--- src/rtl/core/base_n_text_to_integer_top_defines.svh ---
// Assertion macros used by the top-level RTL file, which carries the checks.
`ifndef BASE_N_TEXT_TO_INTEGER_TOP_DEFINES_SVH
`define BASE_N_TEXT_TO_INTEGER_TOP_DEFINES_SVH

// The consequent must hold in the same cycle as the antecedent.
`define BNTI_ASSERT_NOW(lbl, ck, rs, ante, cons, msg) \
  lbl: assert property (@(posedge ck) disable iff (rs) (ante) |-> (cons)) \
    else $error(msg);

// The consequent must hold in the cycle after the antecedent.
`define BNTI_ASSERT_NEXT(lbl, ck, rs, ante, cons, msg) \
  lbl: assert property (@(posedge ck) disable iff (rs) (ante) |=> (cons)) \
    else $error(msg);

`endif

--- src/rtl/core/bnti_pkg.sv ---
package bnti_pkg;

  localparam int MAX_BASE_DEFAULT = 16;
  localparam int MAX_SYMBOLS      = 16;
  localparam int SYMS_PER_WORD    = 8;

  localparam int CH_W        = 8;
  localparam int VALUE_W     = 32;
  localparam int BASE_SIZE_W = 5;
  localparam int ALPHA_W     = SYMS_PER_WORD * CH_W;
  localparam int DIGIT_W     = 4;
  localparam int CFG_IDX_W   = 2;

  localparam logic [CFG_IDX_W-1:0] CFG_BASE_SIZE     = 2'd0;
  localparam logic [CFG_IDX_W-1:0] CFG_ALPHABET_LOW  = 2'd1;
  localparam logic [CFG_IDX_W-1:0] CFG_ALPHABET_HIGH = 2'd2;

  localparam logic [CH_W-1:0] CH_NUL   = 8'd0;
  localparam logic [CH_W-1:0] CH_TAB   = 8'd9;
  localparam logic [CH_W-1:0] CH_CR    = 8'd13;
  localparam logic [CH_W-1:0] CH_SPACE = 8'd32;
  localparam logic [CH_W-1:0] CH_PLUS  = 8'h2B;
  localparam logic [CH_W-1:0] CH_MINUS = 8'h2D;

  typedef logic [MAX_SYMBOLS-1:0][CH_W-1:0] alphabet_t;

  typedef struct packed {
    logic               hit;
    logic [DIGIT_W-1:0] index;
  } digit_t;

  function automatic logic is_space(input logic [CH_W-1:0] c);
    return (c == CH_SPACE) || (c inside {[CH_TAB:CH_CR]});
  endfunction

  function automatic logic is_sign(input logic [CH_W-1:0] c);
    return (c == CH_PLUS) || (c == CH_MINUS);
  endfunction

endpackage

--- src/rtl/core/bnti_base_check.sv ---
module bnti_base_check #(
  parameter int MAX_BASE = bnti_pkg::MAX_BASE_DEFAULT
) (
  input  logic [bnti_pkg::BASE_SIZE_W-1:0] base_size,
  input  bnti_pkg::alphabet_t              symbols,
  output logic                             base_ok
);

  always_comb begin
    logic bad;
    bad = (base_size < bnti_pkg::BASE_SIZE_W'(2)) ||
          (base_size > bnti_pkg::BASE_SIZE_W'(MAX_BASE));
    for (int i = 0; i < MAX_BASE; i++) begin
      if (bnti_pkg::BASE_SIZE_W'(i) < base_size) begin
        if ((symbols[i] == bnti_pkg::CH_NUL) || bnti_pkg::is_sign(symbols[i]) ||
            bnti_pkg::is_space(symbols[i])) begin
          bad = 1'b1;
        end
        for (int j = 0; j < i; j++) begin
          if (symbols[j] == symbols[i]) begin
            bad = 1'b1;
          end
        end
      end
    end
    base_ok = !bad;
  end

endmodule

--- src/rtl/core/bnti_digit_lookup.sv ---
module bnti_digit_lookup #(
  parameter int MAX_BASE = bnti_pkg::MAX_BASE_DEFAULT
) (
  input  logic [bnti_pkg::CH_W-1:0]        ch,
  input  logic [bnti_pkg::BASE_SIZE_W-1:0] base_size,
  input  bnti_pkg::alphabet_t              symbols,
  output bnti_pkg::digit_t                 digit
);

  // The lowest matching position wins, so the loop runs from the top down.
  always_comb begin
    digit = '0;
    for (int i = MAX_BASE - 1; i >= 0; i--) begin
      if ((bnti_pkg::BASE_SIZE_W'(i) < base_size) && (symbols[i] == ch)) begin
        digit.hit   = 1'b1;
        digit.index = bnti_pkg::DIGIT_W'(i);
      end
    end
  end

endmodule

--- src/rtl/core/base_n_text_to_integer_top.sv ---
// Streaming text-to-integer parser with a programmable digit alphabet. One character enters
// per request on the slave side, and a new character can be taken every clock cycle while
// the input does not stall; each character is registered, then resolved by an alphabet
// compare and a multiply-add into the running value, so the rate is one character per cycle,
// set by that multiply-add loop. A string starts with a character whose tuser bit is set;
// leading whitespace is skipped, a run of '+' and '-' sets the sign, and digits accumulate
// modulo 2^32. The first character that is neither, including a zero byte, makes one signed
// result valid on the master side through the input register and the output register; later
// characters are dropped until the next start. The input stalls only while the input
// register holds a character and a result waits on the master side. An invalid alphabet
// ends an active string with a result of zero. Configuration must be written through the
// plain write port only while no string is active; the block itself does not enforce this.
`include "base_n_text_to_integer_top_defines.svh"

module base_n_text_to_integer_top #(
  parameter int MAX_BASE = bnti_pkg::MAX_BASE_DEFAULT
) (
  input  logic                           clk,
  input  logic                           rst,
  input  logic                           cfg_wr_en,
  input  logic [bnti_pkg::CFG_IDX_W-1:0] cfg_index,
  input  logic [bnti_pkg::ALPHA_W-1:0]   cfg_wdata,
  input  logic                           s_tvalid,
  output logic                           s_tready,
  input  logic [bnti_pkg::CH_W-1:0]      s_tdata,   // [7:0] ch
  input  logic                           s_tuser,   // [0] start_req
  output logic                           m_tvalid,
  input  logic                           m_tready,
  output logic [bnti_pkg::VALUE_W-1:0]   m_tdata    // [31:0] value
);

  localparam logic [1:0] PH_DONE  = 2'd0;
  localparam logic [1:0] PH_SPACE = 2'd1;
  localparam logic [1:0] PH_SIGN  = 2'd2;
  localparam logic [1:0] PH_DIGIT = 2'd3;

  logic [bnti_pkg::BASE_SIZE_W-1:0] base_size;
  logic [bnti_pkg::ALPHA_W-1:0]     alphabet_low;
  logic [bnti_pkg::ALPHA_W-1:0]     alphabet_high;
  bnti_pkg::alphabet_t              symbols;

  logic                      s1_valid;
  logic [bnti_pkg::CH_W-1:0] s1_ch;
  logic                      s1_start;
  logic                      s1_fire;
  logic                      out_free;

  logic [1:0]                   phase;
  logic [1:0]                   phase_next;
  logic                         negate;
  logic                         negate_next;
  logic [bnti_pkg::VALUE_W-1:0] accum;
  logic [bnti_pkg::VALUE_W-1:0] accum_next;
  logic                         emit;
  logic [bnti_pkg::VALUE_W-1:0] emit_value;

  logic             base_ok;
  bnti_pkg::digit_t digit;

  assign symbols = {alphabet_high, alphabet_low};

  always_ff @(posedge clk) begin
    if (rst) begin
      base_size     <= '0;
      alphabet_low  <= '0;
      alphabet_high <= '0;
    end else if (cfg_wr_en) begin
      case (cfg_index)
        bnti_pkg::CFG_BASE_SIZE:     base_size     <= cfg_wdata[bnti_pkg::BASE_SIZE_W-1:0];
        bnti_pkg::CFG_ALPHABET_LOW:  alphabet_low  <= cfg_wdata;
        bnti_pkg::CFG_ALPHABET_HIGH: alphabet_high <= cfg_wdata;
        default: ;
      endcase
    end
  end

  bnti_base_check #(
    .MAX_BASE(MAX_BASE)
  ) u_base_check (
    .base_size(base_size),
    .symbols  (symbols),
    .base_ok  (base_ok)
  );

  bnti_digit_lookup #(
    .MAX_BASE(MAX_BASE)
  ) u_digit_lookup (
    .ch       (s1_ch),
    .base_size(base_size),
    .symbols  (symbols),
    .digit    (digit)
  );

  assign out_free = !m_tvalid || m_tready;
  assign s1_fire  = s1_valid && out_free;
  assign s_tready = !s1_valid || out_free;

  always_ff @(posedge clk) begin
    if (rst) begin
      s1_valid <= 1'b0;
    end else if (s_tready) begin
      s1_valid <= s_tvalid;
    end
  end

  always_ff @(posedge clk) begin
    if (s_tready && s_tvalid) begin
      s1_ch    <= s_tdata;
      s1_start <= s_tuser;
    end
  end

  always_comb begin
    logic [1:0]                   ph;
    logic                         neg;
    logic [bnti_pkg::VALUE_W-1:0] acc;
    ph  = s1_start ? PH_SPACE : phase;
    neg = s1_start ? 1'b0 : negate;
    acc = s1_start ? '0 : accum;
    phase_next  = ph;
    negate_next = neg;
    accum_next  = acc;
    emit        = 1'b0;
    emit_value  = '0;
    if (ph != PH_DONE) begin
      if (!base_ok) begin
        phase_next = PH_DONE;
        emit       = 1'b1;
      end else if ((ph == PH_SPACE) && bnti_pkg::is_space(s1_ch)) begin
        phase_next = PH_SPACE;
      end else if (((ph == PH_SPACE) || (ph == PH_SIGN)) && bnti_pkg::is_sign(s1_ch)) begin
        phase_next  = PH_SIGN;
        negate_next = neg ^ (s1_ch == bnti_pkg::CH_MINUS);
      end else if (digit.hit) begin
        phase_next = PH_DIGIT;
        accum_next = acc * {{(bnti_pkg::VALUE_W-bnti_pkg::BASE_SIZE_W){1'b0}}, base_size}
                     + {{(bnti_pkg::VALUE_W-bnti_pkg::DIGIT_W){1'b0}}, digit.index};
      end else begin
        phase_next = PH_DONE;
        emit       = 1'b1;
        emit_value = neg ? ('0 - acc) : acc;
      end
    end
  end

  always_ff @(posedge clk) begin
    if (rst) begin
      phase  <= PH_DONE;
      negate <= 1'b0;
      accum  <= '0;
    end else if (s1_fire) begin
      phase  <= phase_next;
      negate <= negate_next;
      accum  <= accum_next;
    end
  end

  always_ff @(posedge clk) begin
    if (rst) begin
      m_tvalid <= 1'b0;
    end else if (s1_fire && emit) begin
      m_tvalid <= 1'b1;
    end else if (m_tready) begin
      m_tvalid <= 1'b0;
    end
  end

  always_ff @(posedge clk) begin
    if (s1_fire && emit) begin
      m_tdata <= emit_value;
    end
  end

  `BNTI_ASSERT_NEXT(a_bad_base_gives_zero, clk, rst, s1_fire && !base_ok && (s1_start || phase != PH_DONE), m_tvalid && (m_tdata == '0), "invalid alphabet did not end the string with zero")
  `BNTI_ASSERT_NEXT(a_result_ends_string, clk, rst, s1_fire && emit, phase == PH_DONE, "string still active after its result")
  `BNTI_ASSERT_NEXT(a_stage_holds, clk, rst, s1_valid && !s1_fire, s1_valid && $stable(s1_ch) && $stable(s1_start), "held character lost while output stalled")

endmodule

--- config.mk ---
export PLATFORM = sky130hd
export DESIGN_NAME = base_n_text_to_integer_top
export DESIGN_NICKNAME = d
export VERILOG_FILES = /design/src/rtl/core/bnti_pkg.sv /design/src/rtl/core/bnti_base_check.sv /design/src/rtl/core/bnti_digit_lookup.sv /design/src/rtl/core/base_n_text_to_integer_top.sv
export VERILOG_INCLUDE_DIRS = /design/src /design/src/rtl/core
export SDC_FILE = /design/constraint.sdc
export NUM_CORES = 2
export LEC_CHECK = 0
export BUFFER_PORTS_ARGS = -buffer_cell sky130_fd_sc_hd__buf_4
export CAP_MARGIN = 20
export CORE_MARGIN = 2
export CORE_UTILIZATION = 25
export DETAILED_ROUTE_END_ITERATION = 16
export PLACE_DENSITY = 0.43
export SYNTH_ARGS = -nofsm -noshare
export SYNTH_HDL_FRONTEND = slang
export SYNTH_SLANG_ARGS = --single-unit
--- constraint.sdc ---
create_clock -name clk -period 5.6 [get_ports clk]
set_input_delay 0.56 -clock clk [delete_from_list [all_inputs] [get_ports clk]]
set_output_delay 0.56 -clock clk [all_outputs]
set_load 0.02 [all_outputs]
== Word level (Yosys, flattened, before mapping) ==
Cells that the tools add are included.
Storage, ports and cells
  register bits after elaboration: 211
  word-level logic and storage cells: 585
  input port bits: 80
  output and inout port bits: 34
Operators by class
  $lt $le $gt $ge: 52
  add/sub/neg operators: 2
  reduce and logical (&&, ||, !) cells: 133
  bitwise operators: 2
  $mul: 1
  multiplexer cells: 193
  equality and inequality tests: 191
Operator list (count)
  8-bit equality test: 136
  8-bit by 6-bit equality test with 1-bit output, second input constant: 51
  32-bit 2-to-1 mux: 7
  1-bit 2-to-1 mux: 164
  8-bit by 4-bit greater-or-equal comparator with 1-bit output, second input constant: 17
  8-bit by 4-bit <= comparator with 1-bit output, second input constant: 17
  8-bit zero test: 16
  5-bit 2-to-1 mux: 16
  1-bit logical OR: 70
  4-bit by 5-bit < comparator with 1-bit output, first input constant: 8
  1-bit logical AND: 38
  32-bit by 4-bit adder with 32-bit output: 1
  32-bit by 5-bit multiplier with 32-bit output: 1
  1-bit by 32-bit subtractor with 32-bit output, first input constant: 1
  3-bit by 5-bit < comparator with 1-bit output, first input constant: 4
  2-bit 2-to-1 mux: 6
  1-bit by 5-bit < comparator with 1-bit output, first input constant: 2
  2-bit by 5-bit < comparator with 1-bit output, first input constant: 2
  2-bit AND reduction: 3
  5-bit greater-than comparator, second input constant: 1
  5-bit by 2-bit < comparator with 1-bit output, second input constant: 1
  5-bit OR reduction: 1
  2-bit by 1-bit equality test with 1-bit output, second input constant: 2
  2-bit equality test, second input constant: 2
  other kinds (5): 7

== Longest topological paths before layout ==
  depth in word-level cells: 160
  gate-level depth with buffers: 28
  gate-level depth less buffers: 26

== Cells and area by module ==
A second synthesis with hierarchy kept.
Unflattened totals
  cell total of the unflattened synthesis: 3575
  area total of the unflattened synthesis: 28421.0 sq um
Modules (own cells, without submodules)
  base_n_text_to_integer_top: area each 13386.6 sq um, cells each 1580, times used 1, sequential area each 4634.4 sq um
  bnti_base_check: area each 13107.6 sq um, cells each 1741, times used 1, sequential area each 0.0 sq um
  bnti_digit_lookup: area each 1926.8 sq um, cells each 254, times used 1, sequential area each 0.0 sq um

== Worst setup path after synthesis ==
Ideal clock, no wire load.
  kind: reg-to-reg
  from: register base_size[4] (netlist name)
  to: register accum[31] (netlist name)
  required time: 5530 ps
  slack: -208 ps
  buffers on the path: 4
  clock period less this slack: 5808 ps
  stages on the path, launching flop included: 23
  setup time: 70 ps
  arrival time: 5737 ps
  cells stage by stage: dfxtp_1 clkbuf_1 clkbuf_1 nor2b_1 clkbuf_1 clkbuf_1 nand2_1 fa_1 inv_1 fa_1 fa_1 ha_1 a21o_1 a21oi_1 nor2b_1 o21a_1 a2111oi_0 o22ai_1 o21a_1 o21ai_0 mux2i_1 or4_1 a21oi_1
On the way
  longest elaborated chain between the ends: 156
RTL lines
  from (decl): RTL line base_n_text_to_integer_top.sv:37  | logic [bnti_pkg::BASE_SIZE_W-1:0] base_size;
  from (signal assigned): RTL line base_n_text_to_integer_top.sv:69  | bnti_pkg::CFG_BASE_SIZE: base_size <= cfg_wdata[bnti_pkg::BASE_SIZE_W-1:0];
  5-bit by 2-bit < comparator with 1-bit output or 5-bit greater-than comparator (tied branches): RTL line bnti_base_check.sv:11, bnti_base_check.sv:12
  1-bit logical OR: RTL line bnti_base_check.sv:11  | bad = (base_size < bnti_pkg::BASE_SIZE_W'(2)) ||
  1-bit 2-to-1 mux: RTL line bnti_base_check.sv:15  | if ((symbols[i] == bnti_pkg::CH_NUL) || bnti_pkg::is_sign(symbols[i]) ||
  1-bit 2-to-1 mux: RTL line bnti_base_check.sv:14  | if (bnti_pkg::BASE_SIZE_W'(i) < base_size) begin
  1-bit 2-to-1 mux: RTL line bnti_base_check.sv:15
  1-bit 2-to-1 mux: RTL line bnti_base_check.sv:20  | if (symbols[j] == symbols[i]) begin
  1-bit 2-to-1 mux: RTL line bnti_base_check.sv:14
  1-bit 2-to-1 mux: RTL line bnti_base_check.sv:15
  [... 113 more ...]
  1-bit 2-to-1 mux: RTL line bnti_base_check.sv:15
  1-bit 2-to-1 mux (14 in a row): RTL line bnti_base_check.sv:20
  1-bit 2-to-1 mux: RTL line bnti_base_check.sv:14
  1-bit 2-to-1 mux: RTL line bnti_base_check.sv:15
  1-bit 2-to-1 mux (15 in a row): RTL line bnti_base_check.sv:20
  1-bit 2-to-1 mux: RTL line bnti_base_check.sv:14
  32-bit 2-to-1 mux (*): RTL line base_n_text_to_integer_top.sv:126  | if (!base_ok) begin
  32-bit 2-to-1 mux (*): RTL line base_n_text_to_integer_top.sv:125  | if (ph != PH_DONE) begin
  to (signal assigned): RTL line base_n_text_to_integer_top.sv:154  | accum <= accum_next;
  to (decl): RTL line base_n_text_to_integer_top.sv:52  | logic [bnti_pkg::VALUE_W-1:0] accum;
Mark *: on every way between the ends. The rest lies on a longest branch, timed or not.
A chain may end at the register's enable or synchronous reset.

== Worst setup path after layout ==
  from: register s1_ch[5] (netlist name)
  to: register accum[22] (netlist name)
On the way
  longest elaborated chain between the ends: 24
RTL lines
  from (decl): RTL line base_n_text_to_integer_top.sv:43  | logic [bnti_pkg::CH_W-1:0] s1_ch;
  from (signal assigned): RTL line base_n_text_to_integer_top.sv:108  | s1_ch <= s_tdata;
  8-bit equality test: RTL line bnti_digit_lookup.sv:14  | if ((bnti_pkg::BASE_SIZE_W'(i) < base_size) && (symbols[i] == ch)) begin
  1-bit logical AND: RTL line bnti_digit_lookup.sv:14
  5-bit 2-to-1 mux (16 in a row): RTL line bnti_digit_lookup.sv:14
  32-bit by 4-bit adder with 32-bit output: RTL line base_n_text_to_integer_top.sv:137  | + {{(bnti_pkg::VALUE_W-bnti_pkg::DIGIT_W){1'b0}}, digit.index};
  32-bit 2-to-1 mux: RTL line base_n_text_to_integer_top.sv:134  | end else if (digit.hit) begin
  32-bit 2-to-1 mux: RTL line base_n_text_to_integer_top.sv:131  | end else if (((ph == PH_SPACE) || (ph == PH_SIGN)) && bnti_pkg::is_sign(s1_ch)) begin
  32-bit 2-to-1 mux (*): RTL line base_n_text_to_integer_top.sv:129  | end else if ((ph == PH_SPACE) && bnti_pkg::is_space(s1_ch)) begin
  32-bit 2-to-1 mux (*): RTL line base_n_text_to_integer_top.sv:126
  32-bit 2-to-1 mux (*): RTL line base_n_text_to_integer_top.sv:125
Marks and branches as above.

==> Flow_metrics.wiki <==
{| class="wikitable"
! Metric !! Value
|-
| Fin util || 0.2863
|-
| DP Wirelength || 84750 um
|-
| Clk Tree Root Cell || sky130_fd_sc_hd__clkbuf_16
|-
| Relative max-transition margin || 0.3080
|-
| # setup viols final || 0
|-
| Number of vias in the routed layout || about 25000
|-
| Cells after synthesis || around 3500
|-
| Register-to-register path setup slack || between 10 and 15 ps
|-
| Total power per unit cell area || between 150 and 200 nW/um^2
|-
| Setup ws final || 14.98 ps
|-
| Dominant synthesized flop cell || sky130_fd_sc_hd__dfxtp_1
|-
| Vias in the first global route || 24868
|-
| Post-route cell area || between 30000 and 40000 um^2
|-
| Worst slack, placed || -580.0 ps
|-
| Max VDD drop || around 0.23 mV
|-
| Clock latency on the worst-skew pair || around 610 ps
|-
| DRC Markers || 0
|-
| Data arrival time of the worst path || ~6100 ps
|-
| Reg-to-reg critical path endpoint || accum[22]
|-
| Initial core utilization || 0.2511
|-
| Class of the tightest hold or removal check || in -> reg
|-
| Placement Cell Area || 30570 um^2
|-
| Maximum number of buffers from clock root to sink || 3
|-
| Startpoint type of the worst setup path || flip-flop
|-
| Number of cell instances on the worst register-to-register path || 23
|-
| RSZ-0062 raised after global routing || yes
|-
| Vias per inst || approximately 5
|-
| Pin count of the biggest net entering global routing || ~150
|-
| All-Layer GR Usage || 0.2108
|-
| Core box area || 112200 um^2
|-
| Final routed wire length divided by cell count || between 20 and 25 um
|-
| Hold path start || s_tdata[7]
|-
| Required time reported for the critical path endpoint || about 6100 ps
|-
| Top-level I/O count || approximately 110
|-
| Mapped cell area || 28170 um^2
|-
| Global placement routability congestion || 0.9044
|-
| Ys async rst share || 0
|-
| Peak clock frequency supported by timing || roughly 180 MHz
|-
| Final number of max-transition violations || 0
|-
| TritonCTS clock tree || built
|-
| Count of unique library cells instantiated by Yosys || 70
|-
| Total of max-cap violations || 0
|-
| Die area || between 100000 and 150000 um^2
|-
| Drt total wl || about 130000 um
|-
| Number of standard cells in the layout, taps in and fillers out || 5033
|-
| Avg Synthesized Cell Area || 8.160 um^2
|-
| Fraction of final layout cells sized beyond drive strength 1 || 0.1533
|-
| Post-layout min period || 5585 ps
|-
| Number of DRC markers in iteration 0 || 2473
|-
| Ys Warns || 0
|-
| Max Clock Skew || 18.69 ps
|-
| Category of the most critical setup path || reg -> reg
|-
| Critical path capture point type || flip-flop
|-
| Min Hold Slack || 163.7 ps
|-
| Number of register bits inferred by synthesis || approximately 210
|-
| Pre-Repair DR Iteration Count || 5
|-
| Total global routing overflow || 0
|-
| Cell Rows || around 120
|-
| Die Width || about 340 um
|-
| Wire length of the first global-routing pass || around 180000 um
|-
| Number of enable flip-flop cells after synthesis || 41
|-
| LEAKAGE || approximately 14 nW
|-
| Startpoint of the lowest-slack register-to-register path || s1_ch[5]
|-
| Area Overhead vs Synth || 14.04%
|-
| Die outline height || 339.7 um
|-
| Fraction of the yosys area taken by sequential cells || 0.1645
|-
| Highest fanout seen on the critical path || 10
|-
| Clock slew seen by the registers of the worst setup and hold paths || around 80 ps
|-
| H-tree levels || 1
|-
| Number of buffers created by CTS || 29
|-
| Nets@finish || approximately 3700
|-
| Number of antenna violations at the first check in global routing || 10
|-
| Clk sink count || 211
|-
| Syn_nets || roughly 3700
|-
| Slew at the pin with the worst max-slew slack || between 1000 and 1500 ps
|-
| Period Utilization, post-route || 0.9973
|-
| Endpoints failing hold || 0
|-
| Hold path cells || 1
|-
| Tot Pwr || about 5.3 mW
|-
| Input/output buffers || 113
|-
| Placed instance count || 4961
|-
| Outcome || completed
|-
| End point of the most critical hold path || s1_ch[7]
|-
| Total negative slack || 0 ps
|-
| Post-detailed-route count of antenna-violating nets || 0
|}
==> cell type report <==
class | instances | area, um^2
Sequential cell | 211 | 4637
Clock buffer | 34 | 764.5
Multi-Input combinational cell | 2786 | 20970
Tap cell | 1500 | 1877
Antenna cell | 4 | 10.01
Clock inverter | 20 | 299.0
Fill cell | 12025 | 80070
Timing Repair Buffer | 403 | 3286
Inverter | 75 | 281.5
==> synth_stat cells (65+ instances only) <==
cell type	number	area share
sky130_fd_sc_hd__ha_1	65	0.029
sky130_fd_sc_hd__inv_1	75	0.010
sky130_fd_sc_hd__nand4_1	159	0.035
sky130_fd_sc_hd__nor4_1	154	0.034
sky130_fd_sc_hd__buf_4	192	0.051
sky130_fd_sc_hd__and2_1	73	0.016
sky130_fd_sc_hd__clkbuf_1	80	0.011
sky130_fd_sc_hd__fa_1	86	0.061
sky130_fd_sc_hd__xor2_1	529	0.16
sky130_fd_sc_hd__nor2_1	146	0.019
sky130_fd_sc_hd__xnor2_1	634	0.20
sky130_fd_sc_hd__dfxtp_1	170	0.12
sky130_fd_sc_hd__nand2_1	398	0.053
sky130_fd_sc_hd__a21oi_1	209	0.037
==> flip-flops by register name, indices dropped and copies added (netlist names) <==
register       count
m_tdata           32
base_size          5
s1_ch              8
s1_valid           1
s1_start           1
phase              2
negate             1
alphabet_high     64
accum             32
alphabet_low      64
m_tvalid           1
==> cell families (layout without fill, tap and decap cells) <==
kind of cell | Yosys count | in the layout | share of synthesized area
compound gates | 396 | 396 | 0.08679
xor+xnor | 1163 | 1163 | 0.3616
fa+ha+maj | 151 | 151 | 0.08999
buf+inv | 455 | 532 | 0.1047
flops | 211 | 211 | 0.1645
mux | 12 | 12 | 0.004264
other cells | 0 | 4 | 0
simple gates | 1064 | 1064 | 0.1881
==> critical path, stage by stage, from the launching register on <==
cell,delay [ps]
sky130_fd_sc_hd__edfxtp_1,400
sky130_fd_sc_hd__buf_6,170
sky130_fd_sc_hd__buf_12,150
sky130_fd_sc_hd__xnor2_1,140
sky130_fd_sc_hd__nand3_1,110
sky130_fd_sc_hd__a2111oi_2,470
sky130_fd_sc_hd__a31oi_2,160
sky130_fd_sc_hd__nand3_4,130
sky130_fd_sc_hd__nor2_2,50
sky130_fd_sc_hd__fa_1,450
sky130_fd_sc_hd__ha_1,300
sky130_fd_sc_hd__inv_2,40
sky130_fd_sc_hd__fa_1,530
sky130_fd_sc_hd__inv_2,70
sky130_fd_sc_hd__fa_2,390
sky130_fd_sc_hd__a211oi_4,290
sky130_fd_sc_hd__o21bai_2,120
sky130_fd_sc_hd__a211oi_2,320
sky130_fd_sc_hd__o21ai_2,140
sky130_fd_sc_hd__nand2_2,120
sky130_fd_sc_hd__nor3_4,50
sky130_fd_sc_hd__or3_4,390
sky130_fd_sc_hd__a211o_1,260
sky130_fd_sc_hd__a32o_1,240
==> report_power, final <==
part           leakage [nW]  internal [mW]  switching [mW]  total [mW]
registers              1.78           1.59          0.0463        1.64
clock network         0.510           1.30           0.827        2.13
logic                  11.9          0.610           0.945        1.56
total                  14.2           3.50            1.82        5.32
==> cell usage in the layout (no fill, tap or decap), types with 85 or more instances in the layout <==
cell                      instances
sky130_fd_sc_hd__a21oi_1        199
sky130_fd_sc_hd__buf_4          378
sky130_fd_sc_hd__dfxtp_1        168
sky130_fd_sc_hd__fa_1            85
sky130_fd_sc_hd__nand2_1        395
sky130_fd_sc_hd__nand4_1        159
sky130_fd_sc_hd__nor2_1         142
sky130_fd_sc_hd__nor4_1         147
sky130_fd_sc_hd__xnor2_1        631
sky130_fd_sc_hd__xor2_1         528
==> per-layer routing <==
metal	routed length [um]	global-route usage
met2	54470	0.3268
met1	54750	0.2844
met4	6188	0.09486
met3	9615	0.03730
met5	64	0
==> worst max path at each step <==
stage                         from         to  slack, ps  depth (start not counted)
after detailed placement  s1_ch[5]  accum[30]       -580                         25
after global placement    s1_ch[5]  accum[30]       -600                         25
final                     s1_ch[5]  accum[22]         10                         23
after CTS                 s1_ch[6]  accum[31]          3                         25
after global routing      s1_ch[6]  accum[30]       -200                         24
after floorplan           s1_start  accum[31]          2                         22
==> timing repair <==
| action | CTS | global route |
|---|---|---|
| hold buffers | 0 | 0 |
| buffers inserted | 9 | 5 |
| gates cloned | 0 | 0 |
| gates resized for setup | 23 | 65 |
| pin swaps | 9 | 46 |
| setup endpoints to repair | 14 | 14 |
Power figures use the tool's default switching activity.
